`src/sem_pkg.sv`:
```
package sem_pkg;

  // Field and register widths
  localparam int PIX_W          = 8;
  localparam int FRAME_WIDTH_W  = 11;
  localparam int FRAME_HEIGHT_W = 12;
  localparam int CFG_DATA_W     = 12;
  localparam int CFG_IDX_W      = 1;

  // Gradient and root datapath widths
  localparam int GRAD_W = 12;
  localparam int SUM_W  = 17;
  localparam int ROOT_W = 16;

  localparam logic [FRAME_WIDTH_W-1:0]  FRAME_WIDTH_RST  = 11'd640;
  localparam logic [FRAME_HEIGHT_W-1:0] FRAME_HEIGHT_RST = 12'd480;

  // Request codes
  localparam logic REQ_PIXEL = 1'b0;
  localparam logic REQ_FLUSH = 1'b1;

  // Register indexes
  localparam logic [CFG_IDX_W-1:0] REG_FRAME_WIDTH  = 1'b0;
  localparam logic [CFG_IDX_W-1:0] REG_FRAME_HEIGHT = 1'b1;

  typedef logic [PIX_W-1:0] pix_t;

  // 3x3 window, row-major: 0..2 top, 3..5 middle, 6..8 bottom
  typedef logic [8:0][PIX_W-1:0] win_t;

  // Window sides that fall outside the frame
  typedef struct packed {
    logic top;
    logic bottom;
    logic left;
    logic right;
  } edge_mask_t;

endpackage

```
`src/sem_sqrt.sv`:
```
module sem_sqrt (
  input  logic                      clk_i,
  input  logic                      rst_ni,
  input  logic                      start_i,
  input  logic [sem_pkg::SUM_W-1:0] radicand_i,
  output logic                      done_o,
  output logic [sem_pkg::PIX_W-1:0] root_o
);
  import sem_pkg::*;

  localparam logic [ROOT_W-1:0] SEED_BIT = ROOT_W'(1) << (ROOT_W - 2);
  localparam logic [ROOT_W-1:0] ROOT_CAP = ROOT_W'(255);

  logic [ROOT_W-1:0] rem_q, rem_d;
  logic [ROOT_W-1:0] res_q, res_d;
  logic [ROOT_W-1:0] bit_q, bit_d;
  logic              busy_q, busy_d;
  logic              done_q, done_d;
  logic [ROOT_W:0]   trial;

  assign trial = {1'b0, res_q} + {1'b0, bit_q};

  always_comb begin
    rem_d  = rem_q;
    res_d  = res_q;
    bit_d  = bit_q;
    busy_d = busy_q;
    done_d = done_q;
    if (start_i) begin
      done_d = 1'b0;
      if (radicand_i[SUM_W-1]) begin
        // Root is 256 or more: cap right away
        res_d  = ROOT_CAP;
        busy_d = 1'b0;
        done_d = 1'b1;
      end else begin
        rem_d  = radicand_i[ROOT_W-1:0];
        res_d  = '0;
        bit_d  = SEED_BIT;
        busy_d = 1'b1;
      end
    end else if (busy_q) begin
      // One result bit per cycle
      if ({1'b0, rem_q} >= trial) begin
        rem_d = rem_q - trial[ROOT_W-1:0];
        res_d = (res_q >> 1) + bit_q;
      end else begin
        res_d = res_q >> 1;
      end
      bit_d = bit_q >> 2;
      if (bit_q == ROOT_W'(1)) begin
        busy_d = 1'b0;
        done_d = 1'b1;
      end
    end
  end

  always_ff @(posedge clk_i or negedge rst_ni) begin
    if (!rst_ni) begin
      busy_q <= 1'b0;
      done_q <= 1'b0;
    end else begin
      busy_q <= busy_d;
      done_q <= done_d;
    end
  end

  always_ff @(posedge clk_i) begin
    rem_q <= rem_d;
    res_q <= res_d;
    bit_q <= bit_d;
  end

  assign done_o = done_q;
  assign root_o = res_q[PIX_W-1:0];

endmodule

```
`config.mk`:
```
export PLATFORM = sky130hd
export DESIGN_NAME = sem_sqrt
export DESIGN_NICKNAME = d
export VERILOG_FILES = /design/src/sem_pkg.sv /design/src/sem_sqrt.sv
export SDC_FILE = /design/constraint.sdc
export NUM_CORES = 1
export LEC_CHECK = 0
export BUFFER_PORTS_ARGS = -buffer_cell sky130_fd_sc_hd__buf_2
export CAP_MARGIN = 20
export CORE_ASPECT_RATIO = 0.8
export CORE_MARGIN = 2
export CORE_UTILIZATION = 50
export CTS_CLUSTER_DIAMETER = 120
export DETAILED_ROUTE_END_ITERATION = 8
export GPL_TIMING_DRIVEN = 1
export PLACE_DENSITY = 0.8
export SLEW_MARGIN = 20
export SYNTH_ARGS = -nofsm -noshare
export SYNTH_HDL_FRONTEND = slang
export SYNTH_SLANG_ARGS = --single-unit
```
`constraint.sdc`:
```
create_clock -name clk_i -period 6.5 [get_ports clk_i]
set_input_delay 0.65 -clock clk_i [delete_from_list [all_inputs] [get_ports clk_i]]
set_output_delay 0.65 -clock clk_i [all_outputs]
set_load 0.01 [all_outputs]
```
==> Word-level counts from Yosys, hierarchy flattened <==
Cells that the tools add are included.
{ "word_totals": {"out_inout_bits": 9, "in_bits": 20, "word_cells": 36, "register_bits": 50} }
{ "classes": {"n_lt_le_gt_ge": 1, "reduce_logical": 6, "muxes": 19, "addsub": 3, "n_eq_ne": 2} }
{ "ops": {"columns": ["op", "count"], "rows": [
  ["16-bit two-way mux", 10],
  ["16-bit by 16-bit adder with 17-bit output", 1],
  ["16-bit by 17-bit greater-or-equal comparator with 1-bit output", 1],
  ["15-bit by 16-bit adder with 16-bit output", 1],
  ["16-bit by 1-bit equality test with 1-bit output (second input constant)", 1],
  ["16-bit subtractor", 1],
  ["1-bit two-way mux", 8],
  ["8-bit two-way mux", 1],
  ["2-bit nonzero test", 3],
  ["2-bit AND reduction", 2],
  ["3-bit AND reduction", 1],
  ["2-bit != test (second input constant)", 1]
]} }

==> Longest topological paths before layout <==
{ "depth": {"word_depth": 5, "mapped_depth": 17, "mapped_depth_nobuf": 15} }

==> Worst setup path after synthesis <==
OpenSTA, ideal clock, no wires.
{ "synth_path": {"kind": "register to register", "start": "register res_q[2]", "end": "register rem_q[0], enable pin", "synth_period_minus_slack_ps": 4242, "setup_ps": 391, "t_arrival_ps": 3851, "n_path_buf": 0, "path_slack_ps": 2258, "path_stages_with_launch": 14, "required_time_ps": 6109, "cell_sequence": "edfxtp_1 > ha_1 > a211o_1 > a41oi_1 > nor2_1 > o21ai_0 > xor2_1 > ha_1 > and4_1 > o2111ai_1 > o21ba_2 > o2111a_2 > o21ai_1 > o21ai_1"} }
{ "synth_via": {"elab_chain_len": 4} }
{ "synth_rtl": {"columns": ["item", "line", "rtl"], "rows": [
  ["start: declaration", "sem_sqrt.sv:15", "logic [ROOT_W-1:0] res_q, res_d;"],
  ["start signal: assignment", "sem_sqrt.sv:70", "res_q <= res_d;"],
  ["16-bit by 16-bit adder with 17-bit output", "sem_sqrt.sv:21", "assign trial = {1'b0, res_q} + {1'b0, bit_q};"],
  ["16-bit by 17-bit greater-or-equal comparator with 1-bit output", "sem_sqrt.sv:44", "if ({1'b0, rem_q} >= trial) begin"],
  ["2-bit nonzero test (no source line)", null, null],
  ["3-bit AND reduction (no source line)", null, null],
  ["end signal: assignment", "sem_sqrt.sv:69", "rem_q <= rem_d;"],
  ["end: declaration", "sem_sqrt.sv:14", "logic [ROOT_W-1:0] rem_q, rem_d;"]
]} }
No other way between the ends.
A chain may end at the register's enable or synchronous reset.

==> Final worst setup path <==
{ "layout_path": {"start": "register res_q[2]", "end": "register res_q[1] (data pin)"} }
{ "layout_via": {"elab_chain_len": 5, "word_cells_on_any_way": 6, "cone_classes": "2 x add/sub; 1 x order compare; 3 x mux"} }
{ "layout_rtl": {"columns": ["item", "line", "rtl"], "rows": [
  ["16-bit by 16-bit adder with 17-bit output", "sem_sqrt.sv:21", null],
  ["16-bit by 17-bit greater-or-equal comparator with 1-bit output", "sem_sqrt.sv:44", null],
  ["16-bit two-way mux (*)", "sem_sqrt.sv:44", null],
  ["16-bit two-way mux (*)", "sem_sqrt.sv:42", "end else if (busy_q) begin"],
  ["16-bit two-way mux (*)", "sem_sqrt.sv:29", "if (start_i) begin"],
  ["via res_d[1]", "sem_sqrt.sv:15", null]
]} }
The timed path passes the listed nets; every way through them passes the cells marked *. The select of a mux whose other input is x is not followed.

==> results.md <==
* Clock-pin slew on the worst setup and hold paths at about 0.09 ns
* # rows at 28
* Routed wire per std cell at about 17 microns
* Inserted Diodes at 0
* Static Leak at between 1.5 and 2 nW
* Top FF cell, synth: edfxtp_1
* Gpl congestion at 0.898
* Most frequent cells in the layout: 40 x edfxtp_1, 36 x nand2_1, 34 x ha_1
* Share of synthesized registers carrying an async set or reset at under 10%
* R2R Path Start: res_q[2]$_DFFE_PP_
* Worst-path cell with the longest stage delay: a2111oi_0
* Post-CTS Resized at 0
* Crit path kind: reg -> reg
* Number of I/O port buffers at 28
* Sequential share of the synthesized area at between 30% and 40%
* Initial drt markers at about 290
* Critical Path Fanout Max at 15
* Cts hold-fix bufs at 0
* Worst Setup Start Kind: flop
* IO Count at 29
* Synthesized area per cell at around 9.5 sq um
* Root buf cell: clkbuf_8
* Core area at approximately 7300 sq um
* Final #Nets at ~460
* Largest net degree at the start of global routing at 80
* Initial antenna violation count at 0
* CP Capture Type: flop
* Status: finished clean
* Peak supply drop at ~0.00024 V
* Initial Util at about half
* Die area at 8170 sq um
* Remaining Overflow, GRT at 0
* Post-CTS Setup Bufs at 0
* Final Cycle Share at 71.9%
* CTS tree: built
* Tot Pwr at approximately 2.2 mW
* Most common cell after layout, fill and taps aside: edfxtp_1
* Routed Antenna Nets at 0
* Wirelength, routed at approximately 8.6 mm
* Worst path bufs/invs at 0
* Area growth from synthesis to layout at 5.37%
* CP max stage delay at 0.65 ns
* Final HPWL DP at between 6 and 7 mm
* Max Root-Sink Buffers at 2
* EDFF count, synth at 40
* Critical Path Source: res_q[2]$_DFFE_PP_
* Worst hold path type: in -> async
* Total clock sinks at 42
* Cells after Synth at 392
* Fin crit period at 4.67 ns
* Netlist Area Pre-Place at approximately 3700 sq um
* Synth Register Bits at between 40 and 50
* RSZ-0062 raised after global routing: false
* Fin. Hold Viols at 0
* Htree depth at 2
* Maxcap violations at 0
* Drt via density at 6.28
* Synth warnings at 0
* Max_slew headroom at ~38%
* Power density over the cells at ~550 nW/um^2
* Chip Height at 81.2 microns
* Crit path DAT at ~4.7 ns
* Vias at a little over 3000
* Most frequent CP cell: ha_1
* Worst EP required at between 6 and 7 ns
* TritonCTS Buffers at 5
* Final setup TNS at 0 ns
* Drc violations at 0
* Delay-heaviest family, CP: compound AO/OA/AOI/OAI gates
* Distinct cells, synth at 63
* First-pass GRT wire length at between 10 and 15 mm
* Layout Skew at slightly above 0.007 ns
* Syn Nets at 447
* Final setup viols at 0
* Vias in the first global route at between 2000 and 3000
* Worst-Margin Slew at ~0.93 ns
* Max Clock Freq at between 0.2 and 0.25 GHz
* Die width at around 100 microns
* DR pass1 iterations at 4
* Clk_lat worst skew at roughly 0.30 ns
* Layout cells sized above 1 at 12.6%
* GRT Total Usage at 21.8%
* Cell Chain, Critical Path: ha_1 > a31oi_1 > o311ai_1 > a21boi_0 > xnor2_1 > ha_1 > and4_1 > o2111ai_1 > o21ba_2 > o2111ai_2 > a2111oi_0 > nor3_1
* Final slew viol count at 0
==> per-layer routing <==
layer  GRT usage (%)  wire length [microns]
met5               0                      0
met4            5.75                     93
met3            3.96                    584
met2            34.4                   3840
met1            31.0                   4100
==> path summary, 6_finish.rpt <==
kind,endpoint,slack [ns],depth (start not counted)
min in group clk_i,done_o$_DFFE_PN0P_,0.51,1
worst max register to register,res_q[1]$_DFFE_PP_,1.83,12
worst max-delay path,res_q[1]$_DFFE_PP_,1.83,12
worst min-delay path,done_o$_DFFE_PN0P_,0.11,1
worst min register to register,done_o$_DFFE_PN0P_,0.51,1
max in group asynchronous,busy_q$_DFF_PN0_,6.29,1
==> final cells by class <==
type / instances / area [sq um]
inverters: 12 / 45.0
clock inverters: 1 / 3.75
flip-flops and latches: 42 / 1250
clock buffers: 7 / 76.3
well taps: 90 / 113
repair buffers: 30 / 155
multi-input cells: 313 / 2280
fillers: 647 / 3390
==> cell families (layout without fill, tap and decap cells) <==
logic type	count (synthesis)	count (layout)	share of synthesized area, %
and+or+nand+nor	128	128	17.2
buffers and inverters	37	50	5.17
xor gates and xnor gates	32	32	7.52
AOI/OAI and AO/OA	112	112	22.9
muxes	6	6	1.78
adders and majority gates	35	35	11.9
DFF	42	42	33.6
==> cells in the mapped netlist, types with 9 or more instances <==
cell type / number / area (sq um)
xor2_1: 11 / 96.3
ha_1: 34 / 425
inv_1: 12 / 45.0
nor3_1: 9 / 45.0
xnor2_1: 21 / 184
nor2b_1: 13 / 81.3
o21ai_0: 19 / 95.1
nor2_1: 27 / 101
a21oi_1: 15 / 75.1
edfxtp_1: 40 / 1200
nand2_1: 36 / 135
buf_4: 9 / 67.6
==> worst register-to-register path: stages, from the launching register on <==
cell and delay (ns):
edfxtp_1 0.48, ha_1 0.40, a31oi_1 0.17, o311ai_1 0.55, a21boi_0 0.30, xnor2_1 0.19
ha_1 0.38, and4_1 0.25, o2111ai_1 0.10, o21ba_2 0.30, o2111ai_2 0.51, a2111oi_0 0.66
nor3_1 0.12
==> power by group <==
part	total [mW]	internal (mW)	switching (mW)	leakage (nW)
combinational	1.44	0.612	0.832	1.05
clock	0.171	0.0751	0.0963	0.0399
sequential	0.540	0.437	0.103	0.421
total	2.16	1.12	1.03	1.51
==> stage by stage <==
step | utilization (%) | std cells | hold slack (ns) | cell area [sq um] | worst slack, ns
after floorplan | - | 392 | 0.354 | 3730 | 2.26
after global placement | 52.6 | 487 | 0.435 | 3850 | 2.06
after detailed placement | 52.6 | 487 | 0.436 | 3850 | 1.96
after CTS | 53.7 | 495 | 0.104 | 3930 | 1.92
after global routing | 53.7 | 495 | 0.107 | 3930 | 1.50
final | 53.7 | 495 | 0.112 | 3930 | 1.83
==> state kept, by name, summed over array words and instances, names as in the netlist <==
register,flops
busy_q,1
res_q,16
done_o,1
rem_q,16
bit_q,8
No activity file was read; power rests on OpenSTA's default activity.
