## src/sem_pkg.sv

```systemverilog
package sem_pkg;

  // Field and register widths
  localparam int PIX_W          = 8;
  localparam int FRAME_WIDTH_W  = 11;
  localparam int FRAME_HEIGHT_W = 12;
  localparam int CFG_DATA_W     = 12;
  localparam int CFG_IDX_W      = 1;

  // Gradient and root datapath widths
  localparam int GRAD_W = 12;
  localparam int SUM_W  = 17;
  localparam int ROOT_W = 16;

  localparam logic [FRAME_WIDTH_W-1:0]  FRAME_WIDTH_RST  = 11'd640;
  localparam logic [FRAME_HEIGHT_W-1:0] FRAME_HEIGHT_RST = 12'd480;

  // Request codes
  localparam logic REQ_PIXEL = 1'b0;
  localparam logic REQ_FLUSH = 1'b1;

  // Register indexes
  localparam logic [CFG_IDX_W-1:0] REG_FRAME_WIDTH  = 1'b0;
  localparam logic [CFG_IDX_W-1:0] REG_FRAME_HEIGHT = 1'b1;

  typedef logic [PIX_W-1:0] pix_t;

  // 3x3 window, row-major: 0..2 top, 3..5 middle, 6..8 bottom
  typedef logic [8:0][PIX_W-1:0] win_t;

  // Window sides that fall outside the frame
  typedef struct packed {
    logic top;
    logic bottom;
    logic left;
    logic right;
  } edge_mask_t;

endpackage

```

## src/sem_grad.sv

```systemverilog
module sem_grad (
  input  logic                       clk_i,
  input  logic                       en_i,
  input  sem_pkg::win_t              window_i,
  input  sem_pkg::edge_mask_t        mask_i,
  output logic [sem_pkg::SUM_W-1:0]  sum_o
);
  import sem_pkg::*;

  pix_t                     p [9];
  logic signed [GRAD_W-1:0] pe [9];
  logic signed [GRAD_W-1:0] gx, gy;
  pix_t                     gx_d, gy_d;
  pix_t                     gx_q, gy_q;
  logic [2*PIX_W-1:0]       gx_sq, gy_sq;

  always_comb begin
    for (int i = 0; i < 9; i++) begin
      p[i] = window_i[i];
    end
    if (mask_i.top) begin
      p[0] = '0; p[1] = '0; p[2] = '0;
    end
    if (mask_i.bottom) begin
      p[6] = '0; p[7] = '0; p[8] = '0;
    end
    if (mask_i.left) begin
      p[0] = '0; p[3] = '0; p[6] = '0;
    end
    if (mask_i.right) begin
      p[2] = '0; p[5] = '0; p[8] = '0;
    end
    for (int i = 0; i < 9; i++) begin
      pe[i] = $signed({{(GRAD_W-PIX_W){1'b0}}, p[i]});
    end
  end

  assign gx = (pe[2] - pe[0]) + ((pe[5] - pe[3]) <<< 1) + (pe[8] - pe[6]);
  assign gy = (pe[0] + (pe[1] <<< 1) + pe[2]) - (pe[6] + (pe[7] <<< 1) + pe[8]);

  // Clamp both sums to 0..255
  always_comb begin
    if (gx[GRAD_W-1]) begin
      gx_d = '0;
    end else if (|gx[GRAD_W-2:PIX_W]) begin
      gx_d = '1;
    end else begin
      gx_d = gx[PIX_W-1:0];
    end
    if (gy[GRAD_W-1]) begin
      gy_d = '0;
    end else if (|gy[GRAD_W-2:PIX_W]) begin
      gy_d = '1;
    end else begin
      gy_d = gy[PIX_W-1:0];
    end
  end

  always_ff @(posedge clk_i) begin
    if (en_i) begin
      gx_q <= gx_d;
      gy_q <= gy_d;
    end
  end

  assign gx_sq = gx_q * gx_q;
  assign gy_sq = gy_q * gy_q;
  assign sum_o = {1'b0, gx_sq} + {1'b0, gy_sq};

endmodule

```

## config.mk

```make
export PLATFORM = sky130hd
export DESIGN_NAME = sem_grad
export DESIGN_NICKNAME = d
export VERILOG_FILES = /design/src/sem_pkg.sv /design/src/sem_grad.sv
export SDC_FILE = /design/constraint.sdc
export NUM_CORES = 1
export LEC_CHECK = 0
export ABC_CLOCK_PERIOD_IN_PS = 6400
export BUFFER_PORTS_ARGS = -buffer_cell sky130_fd_sc_hd__clkbuf_2
export CORE_MARGIN = 5
export CORE_UTILIZATION = 45
export DETAILED_ROUTE_END_ITERATION = 6
export MAX_ROUTING_LAYER = met4
export PLACE_DENSITY_LB_ADDON = 0.15
export SLEW_MARGIN = 20
export SYNTH_ARGS = -nofsm -noshare
export SYNTH_HDL_FRONTEND = slang
export SYNTH_SLANG_ARGS = --single-unit
```

## constraint.sdc

```tcl
create_clock -name clk_i -period 6.4 [get_ports clk_i]
set_input_delay 0.96 -clock clk_i [delete_from_list [all_inputs] [get_ports clk_i]]
set_output_delay 0.96 -clock clk_i [all_outputs]
set_load 0.02 [all_outputs]
```

Word level (Yosys, flattened, before mapping) --
Index checks and enable logic that the tools add are counted. W data, S select, Z words.
Storage, ports and cells: bits in registers 16, bits in latches 0, RAM bits 0, bits in read-only memories 0, bits of input ports 78, output and inout bits 17, word-level logic and storage cells 27, memories 0
Cells by class: add/sub/neg operators 11, multiply operators 2, divide/modulo/power cells 0, order comparisons 0, equality and inequality tests 0, shift-type cells 0, multiplexer cells 10, bitwise operators 0, reductions and logical operators 2
Operators by type and width (number):
- $mux W8 | 8
- $mux W24 | 2
- $mul A8 B8 Y16 | 2
- $sub A8 B8 Y9 | 3
- $add A10 B8 Y11 | 2
- $add A8 B9 Y10 | 2
- $add A16 B16 Y17 | 1
- $add A11 B9 Y12 | 1
- $sub A11 B11 Y12 | 1
- $add A9 B10 Y11 | 1
- $reduce_or A3 Y1 | 2

Depth between registers and ports, before layout --
Gate-level depths: netlist of run 1.
word-level depth 7, depth in mapped cells 21, mapped depth without buffers 20

Least setup slack after synthesis of run 1 --
Ideal clock, no wire load.
kind register -> output, from register gx_q[3], to output sum_o[15] in the netlist's numbering, arrival time 5.361 ns, required time 5.440 ns, slack 0.079 ns, cell stages (with the launch flop) 17, buffers on the path 0, path through edfxtp_1 -> and2_1 -> fa_1 -> inv_1 -> fa_1 -> inv_1 -> fa_1 -> fa_1 -> fa_1 -> inv_1 -> fa_1 -> inv_1 -> ha_1 -> o21ai_0 -> o21ai_0 -> nand3_1 -> o311ai_0
On the way: longest elaborated chain between the ends 2
Ends and longest elaborated chain:
- start: declaration | RTL line sem_grad.sv:14 | pix_t gx_q, gy_q;
- start signal: assignment | RTL line sem_grad.sv:61 | gx_q <= gx_d;
- $mul A8 B8 Y16 | RTL line sem_grad.sv:66 | assign gx_sq = gx_q * gx_q;
- $add A16 B16 Y17 | RTL line sem_grad.sv:68 | assign sum_o = {1'b0, gx_sq} + {1'b0, gy_sq};
- end: declaration | RTL line sem_grad.sv:6 | output logic [sem_pkg::SUM_W-1:0] sum_o
Every way passes these cells.

Worst setup path in the final report of run 1 --
from register gy_q[5], to output sum_o[14] in the netlist's numbering
On the way: longest elaborated chain between the ends 2
Ends and longest elaborated chain:
- start: declaration | RTL line sem_grad.sv:14
- start signal: assignment | RTL line sem_grad.sv:62 | gy_q <= gy_d;
- $mul A8 B8 Y16 | RTL line sem_grad.sv:67 | assign gy_sq = gy_q * gy_q;
- $add A16 B16 Y17 | RTL line sem_grad.sv:68
Every way passes these cells.

==> metrics.cfg, run 1 <==
[outcome]
status=finished with violations
failed_checks=negative setup slack

[floorplanning]
die_h_um=137
placementRows=46
io-pin-count=95
dieArea_sq_um=18700
die_x_um=137
start_util=0.457
coreArea_sq_um=15800

[worst_setup_path]
cp.arrival_ns=5.52
cp_data_required_time_ns=5.44
start_kind=flip-flop
path_max_fanout=6
crit_type=flip-flop to output pin
end_kind=output pin

[sta]
setup_ws_ns=-0.0840
tightestPinTransition_ns=0.425
finalHoldViolCount=0
slew_headroom=0.717
drv_slew=0
whs_ns=1.21
min_period_ns=6.48
timing.fmax_mhz=154
setup_viol=1
finalCritPeriodShare=1.01
rsz0062_at_grt=true

[run]
maxCapViolCount=0

[synthesis]
synth-xor-area-share=0.0496
avgSynthCellArea_sq_um=9.01
synthAdderAreaFrac=0.512
synth_most_common_cell=inv_1
synth_edf_count=16
synth_top_family_by_area=adder cells
syn_nets=1105
syn_area_sq_um=7240
synthTopCellsByArea=fa_1, ha_1, inv_1
yosysSeqAreaShare=0.0664
synth_cell_types=54
synthSimpleGateAreaFrac=0.168
yosys-top-cells-count=inv_1, fa_1, ha_1, nand2_1, and2_1
synth_cells=803
synth-compound-area-share=0.111
yosysTopAreaCellShare=0.332
synth-async-reset-ratio=0
synth_top_area_cell=fa_1
ys_ff_latch=16
synthMuxAreaShare=0.00415
synth_ff_type=edfxtp_1
yosys_warnings=0

[cts]
cts_buffers=3
h-tree-depth=1
clockBufferDepth=2
clockRootBuffer=clkbuf_16
clkTransAtPathRegs_ns=0.05
clock-sinks=16
cts_tree=done

[layout]
fin_nets=1233
area_delta_synth_final_pct=16.9
final_layout_size_suffix_gt1_frac=0.199
diodes=0
final_cell_count_no_fill=1145
fin_area_sq_um=8460

[global_routing]
grt_pass1_vias=5893
grt_usage=0.176
grt_pass1_wl_mm=26.2
grt_remaining_overflow=0
grt_max_degree=17
antenna_found_initial=0

[drt]
dr.pass1.iters=4
drt_iter0_drc=126
vias=5481
drc_errors=0
wl_per_cell_um=13.2
via_per_inst=4.79
ant_nets=0
routed_wl_mm=15.1

[placement]
portBuffers=86
place_area_sq_um=8170
gp_congestion=0.929
dp_hpwl_mm=13.8
placed_cells=1133

[hold_path]
min-delay-start=en_i
hold_depth=1
whs_endpoint=gy_q[2]$_SDFFCE_PN0P_
worstHoldPathType=input pin to flip-flop

## final cells by class
class                   count  area [sq um]
fillers                  1513          7370
clock buffers               3          75.1
inverters                 166           623
repair buffers            128           772
well taps                 216           270
multi-input cells         616          6240
flip-flops and latches     16           480
## metrics by stage
step | setup TNS, ns | utilization | setup WS, ns
final | -0.0840 | 0.535 | -0.0840
after global routing | -0.587 | 0.535 | -0.231
after CTS | -0.147 | 0.528 | -0.110
after detailed placement | -0.0821 | 0.516 | -0.0821
after global placement | -0.0153 | 0.516 | -0.0153
after floorplan | 0 | - | 0.0786
## logic make-up after synthesis
group | after synthesis
flip-flops | 16
AND/OR/NAND/NOR | 226
XOR/XNOR | 41
AO/OA/AOI/OAI | 122
multiplexers | 3
adder cells (fa/ha/maj) | 224
buffers and inverters | 171
## worst max-delay path by stage
stage                           from        end  slack (ns)  cells after the start
2_1_floorplan  gx_q[3]$_SDFFCE_PP0P_  sum_o[15]        0.08                     16
3_3_place_gp   gx_q[7]$_SDFFCE_PP0P_  sum_o[14]       -0.02                     19
3_5_place_dp   gx_q[7]$_SDFFCE_PP0P_  sum_o[14]       -0.08                     19
4_1_cts        gy_q[5]$_SDFFCE_PN0P_  sum_o[14]       -0.11                     18
5_1_grt        gy_q[5]$_SDFFCE_PN0P_  sum_o[14]       -0.23                     18
6_report       gy_q[5]$_SDFFCE_PN0P_  sum_o[14]       -0.08                     18
## placed cells by master (no fill, tap or decap), types with 5 or more instances in the layout
| cell type | instances |
|---|---|
| inv_1 | 162 |
| fa_1 | 115 |
| ha_1 | 100 |
| clkbuf_2 | 81 |
| nand2_1 | 62 |
| and2_1 | 46 |
| buf_4 | 44 |
| a21oi_1 | 39 |
| nor2b_1 | 30 |
| nor2_1 | 29 |
| xnor2_1 | 23 |
| nand2b_1 | 20 |
| o21ai_0 | 20 |
| xor2_1 | 16 |
| edfxtp_1 | 16 |
| a21o_1 | 11 |
| a21oi_2 | 8 |
| o21a_1 | 6 |
| nor3_1 | 5 |
| o21bai_1 | 5 |
| or2_2 | 5 |
| fa_2 | 5 |
## critical path, cell delays in order (launching register included)
cell,delay (ns)
edfxtp_1,0.50
nand2_2,0.10
fa_1,0.56
inv_2,0.06
fa_1,0.51
fa_1,0.56
fa_1,0.45
fa_1,0.53
inv_1,0.05
fa_1,0.49
inv_2,0.05
ha_4,0.21
a21o_1,0.18
nor3b_2,0.19
o211ai_1,0.19
a31o_2,0.26
a21oi_2,0.13
xnor2_1,0.12
buf_4,0.16
## routing by layer
metal,GRT usage,part of all wire,up-vias,wire (um)
li1,-,-,2804,-
met1,0.222,0.46,2551,6960
met2,0.319,0.50,110,7580
met3,0.00221,0.022,16,327
met4,0.0399,0.018,0,265
met5,-,0,-,0
## state kept, by name, summed over array words and instances (netlist names)
signal / flops
gy_q: 8
gx_q: 8
## timing repair
action	in CTS	in global routing
setup endpoints to repair	5	7
buffers inserted	5	4
resized for setup	28	20
hold buffers	0	0
pin swaps	22	9
Power of run 1 is not shown: default switching activity piles up to over one toggle a cycle in this logic, so the estimate is an artifact.
==> run 2: changes to the inputs <==
Settings changed: CORE_MARGIN 5 to 10, CORE_UTILIZATION 45 to 55.
==> metrics.cfg, run 2 (synthesis gave the netlist of run 1 again) <==
[worst_setup_path]
slowest_stage=fa_1  ; unchanged
crit_path_max_incr_delay_ns=0.58  ; was 0.56 ns
end_kind=output pin  ; unchanged
cp_data_required_time_ns=5.44  ; about the same
cp.arrival_ns=5.47  ; was 5.52 ns
start_kind=flip-flop  ; unchanged
path_max_fanout=5  ; was 6
crit_chain=nand2_1 > fa_1 > inv_2 > fa_1 > fa_1 > fa_1 > fa_1 > inv_1 > fa_1 > inv_1 > ha_4 > a21o_1 > nor3b_2 > o211ai_1 > a31o_2 > a21oi_2 > xnor2_1 > buf_4  ; was nand2_2 > fa_1 > inv_2 > fa_1 > fa_1 > fa_1 > fa_1 > inv_1 > fa_1 > inv_2 > ha_4 > a21o_1 > nor3b_2 > o211ai_1 > a31o_2 > a21oi_2 > xnor2_1 > buf_4
crit_top_cell=fa_1  ; unchanged
crit_type=flip-flop to output pin  ; unchanged

[floorplanning]
die_h_um=135  ; was 137 um
dieArea_sq_um=18100  ; was 18700 sq um
placementRows=41  ; was 46
io-pin-count=95  ; unchanged
die_x_um=135  ; was 137 um
start_util=0.567  ; was 0.457
coreArea_sq_um=12800  ; was 15800 sq um

[drt]
drt_iter0_drc=223  ; was 126
drc_errors=0  ; unchanged
ant_nets=0  ; unchanged
wl_per_cell_um=14.7  ; was 13.2 um
via_per_inst=5.15  ; was 4.79
vias=5642  ; was 5481
routed_wl_mm=16.2  ; was 15.1 mm
dr.pass1.iters=4  ; unchanged

[placement]
dp_hpwl_mm=14.7  ; was 13.8 mm
gp_congestion=0.962  ; was 0.929
portBuffers=86  ; unchanged
placed_cells=1080  ; was 1133
place_area_sq_um=8040  ; was 8170 sq um

[cts]
cts_tree=done  ; unchanged
clock-sinks=16  ; unchanged
clkTransAtPathRegs_ns=0.05  ; about the same
h-tree-depth=1  ; unchanged
clockBufferDepth=2  ; unchanged
clockRootBuffer=clkbuf_16  ; unchanged
cts_buffers=3  ; unchanged

[hold_path]
worstHoldPathType=input pin to flip-flop  ; unchanged

[sta]
rsz0062_at_grt=true  ; unchanged
finalSetupTns_ns=-0.0299  ; was -0.0840 ns
timing.fmax_mhz=156  ; was 154 MHz
finalHoldViolCount=0  ; unchanged
drv_slew=0  ; unchanged
finalCritPeriodShare=1.00  ; was 1.01
tightestPinTransition_ns=0.431  ; was 0.425 ns
setup_ws_ns=-0.0299  ; was -0.0840 ns
setup_viol=1  ; unchanged
min_period_ns=6.43  ; was 6.48 ns
slew_headroom=0.713  ; was 0.717

[layout]
fin_area_sq_um=8410  ; was 8460 sq um
fin_nets=1228  ; was 1233
layout_commonest_cell=inv_1  ; unchanged
final_layout_size_suffix_gt1_frac=0.200  ; was 0.199
top_regs=gx_q x8, gy_q x8  ; unchanged
diodes=0  ; unchanged
area_delta_synth_final_pct=16.2  ; was 16.9%
final_cell_mix=inv_1, fa_1, ha_1  ; unchanged
final_cell_count_no_fill=1096  ; was 1145
final_util=0.658  ; was 0.535

[global_routing]
grt_pass1_wl_mm=28.0  ; was 26.2 mm
grt_max_degree=17  ; unchanged
grt_pass1_vias=6301  ; was 5893
grt_remaining_overflow=0  ; unchanged
antenna_found_initial=0  ; unchanged
grt_usage=0.189  ; was 0.176

[run]
maxCapViolCount=0  ; unchanged

[outcome]
failed_checks=negative setup slack  ; unchanged
status=finished with violations  ; unchanged

-- run 2: through the flow --
stage / hold slack (ns) / worst slack (ns)
6_report: 1.20 / -0.0299
5_1_grt: 1.25 / -0.190
4_1_cts: 1.22 / -0.00530
3_5_place_dp: 1.47 / -0.0833
3_3_place_gp: 1.46 / 0.0142
2_1_floorplan: 1.07 / 0.0786
-- run 2: critical path, delay by kind of cell (launching register included) --
kind	cells	cell delay (ns)
compound gates	4	0.75
xor+xnor	1	0.13
fa+ha+maj	7	3.27
buf+inv	4	0.33
flops	1	0.43
simple gates	2	0.30
-- run 2: final timing paths --
path,start,endpoint,slack [ns],depth (start not counted)
setup / recovery,gy_q[2]$_SDFFCE_PN0P_,sum_o[14],-0.03,18
hold / removal,en_i,gy_q[6]$_SDFFCE_PN0P_,1.20,1
-- run 2: layer usage --
layer  routed length, um  global-route usage  up-vias  share of wire
met1                6990               0.214     2699           0.43
li1                    -                   -     2796              -
met3                 401              0.0137       30          0.025
met2                8330               0.346      117           0.52
met5                   0                   -        -              0
met4                 433              0.0635        0          0.027
-- run 2: layout make-up --
type,count,area [sq um]
multi-input cells,616,6290
clock buffers,3,75.1
inverters,166,623
repair buffers,123,726
well taps,172,215
fillers,1067,4360
flip-flops and latches,16,480
-- run 2: timing repair --
item | 4_1_cts | 5_1_grt
setup endpoints to repair | 5 | 6
resized for setup | 27 | 28
hold buffers | 0 | 0
setup buffers | 9 | 4
pin swaps | 18 | 7
Power of run 2 is left out for the same reason.
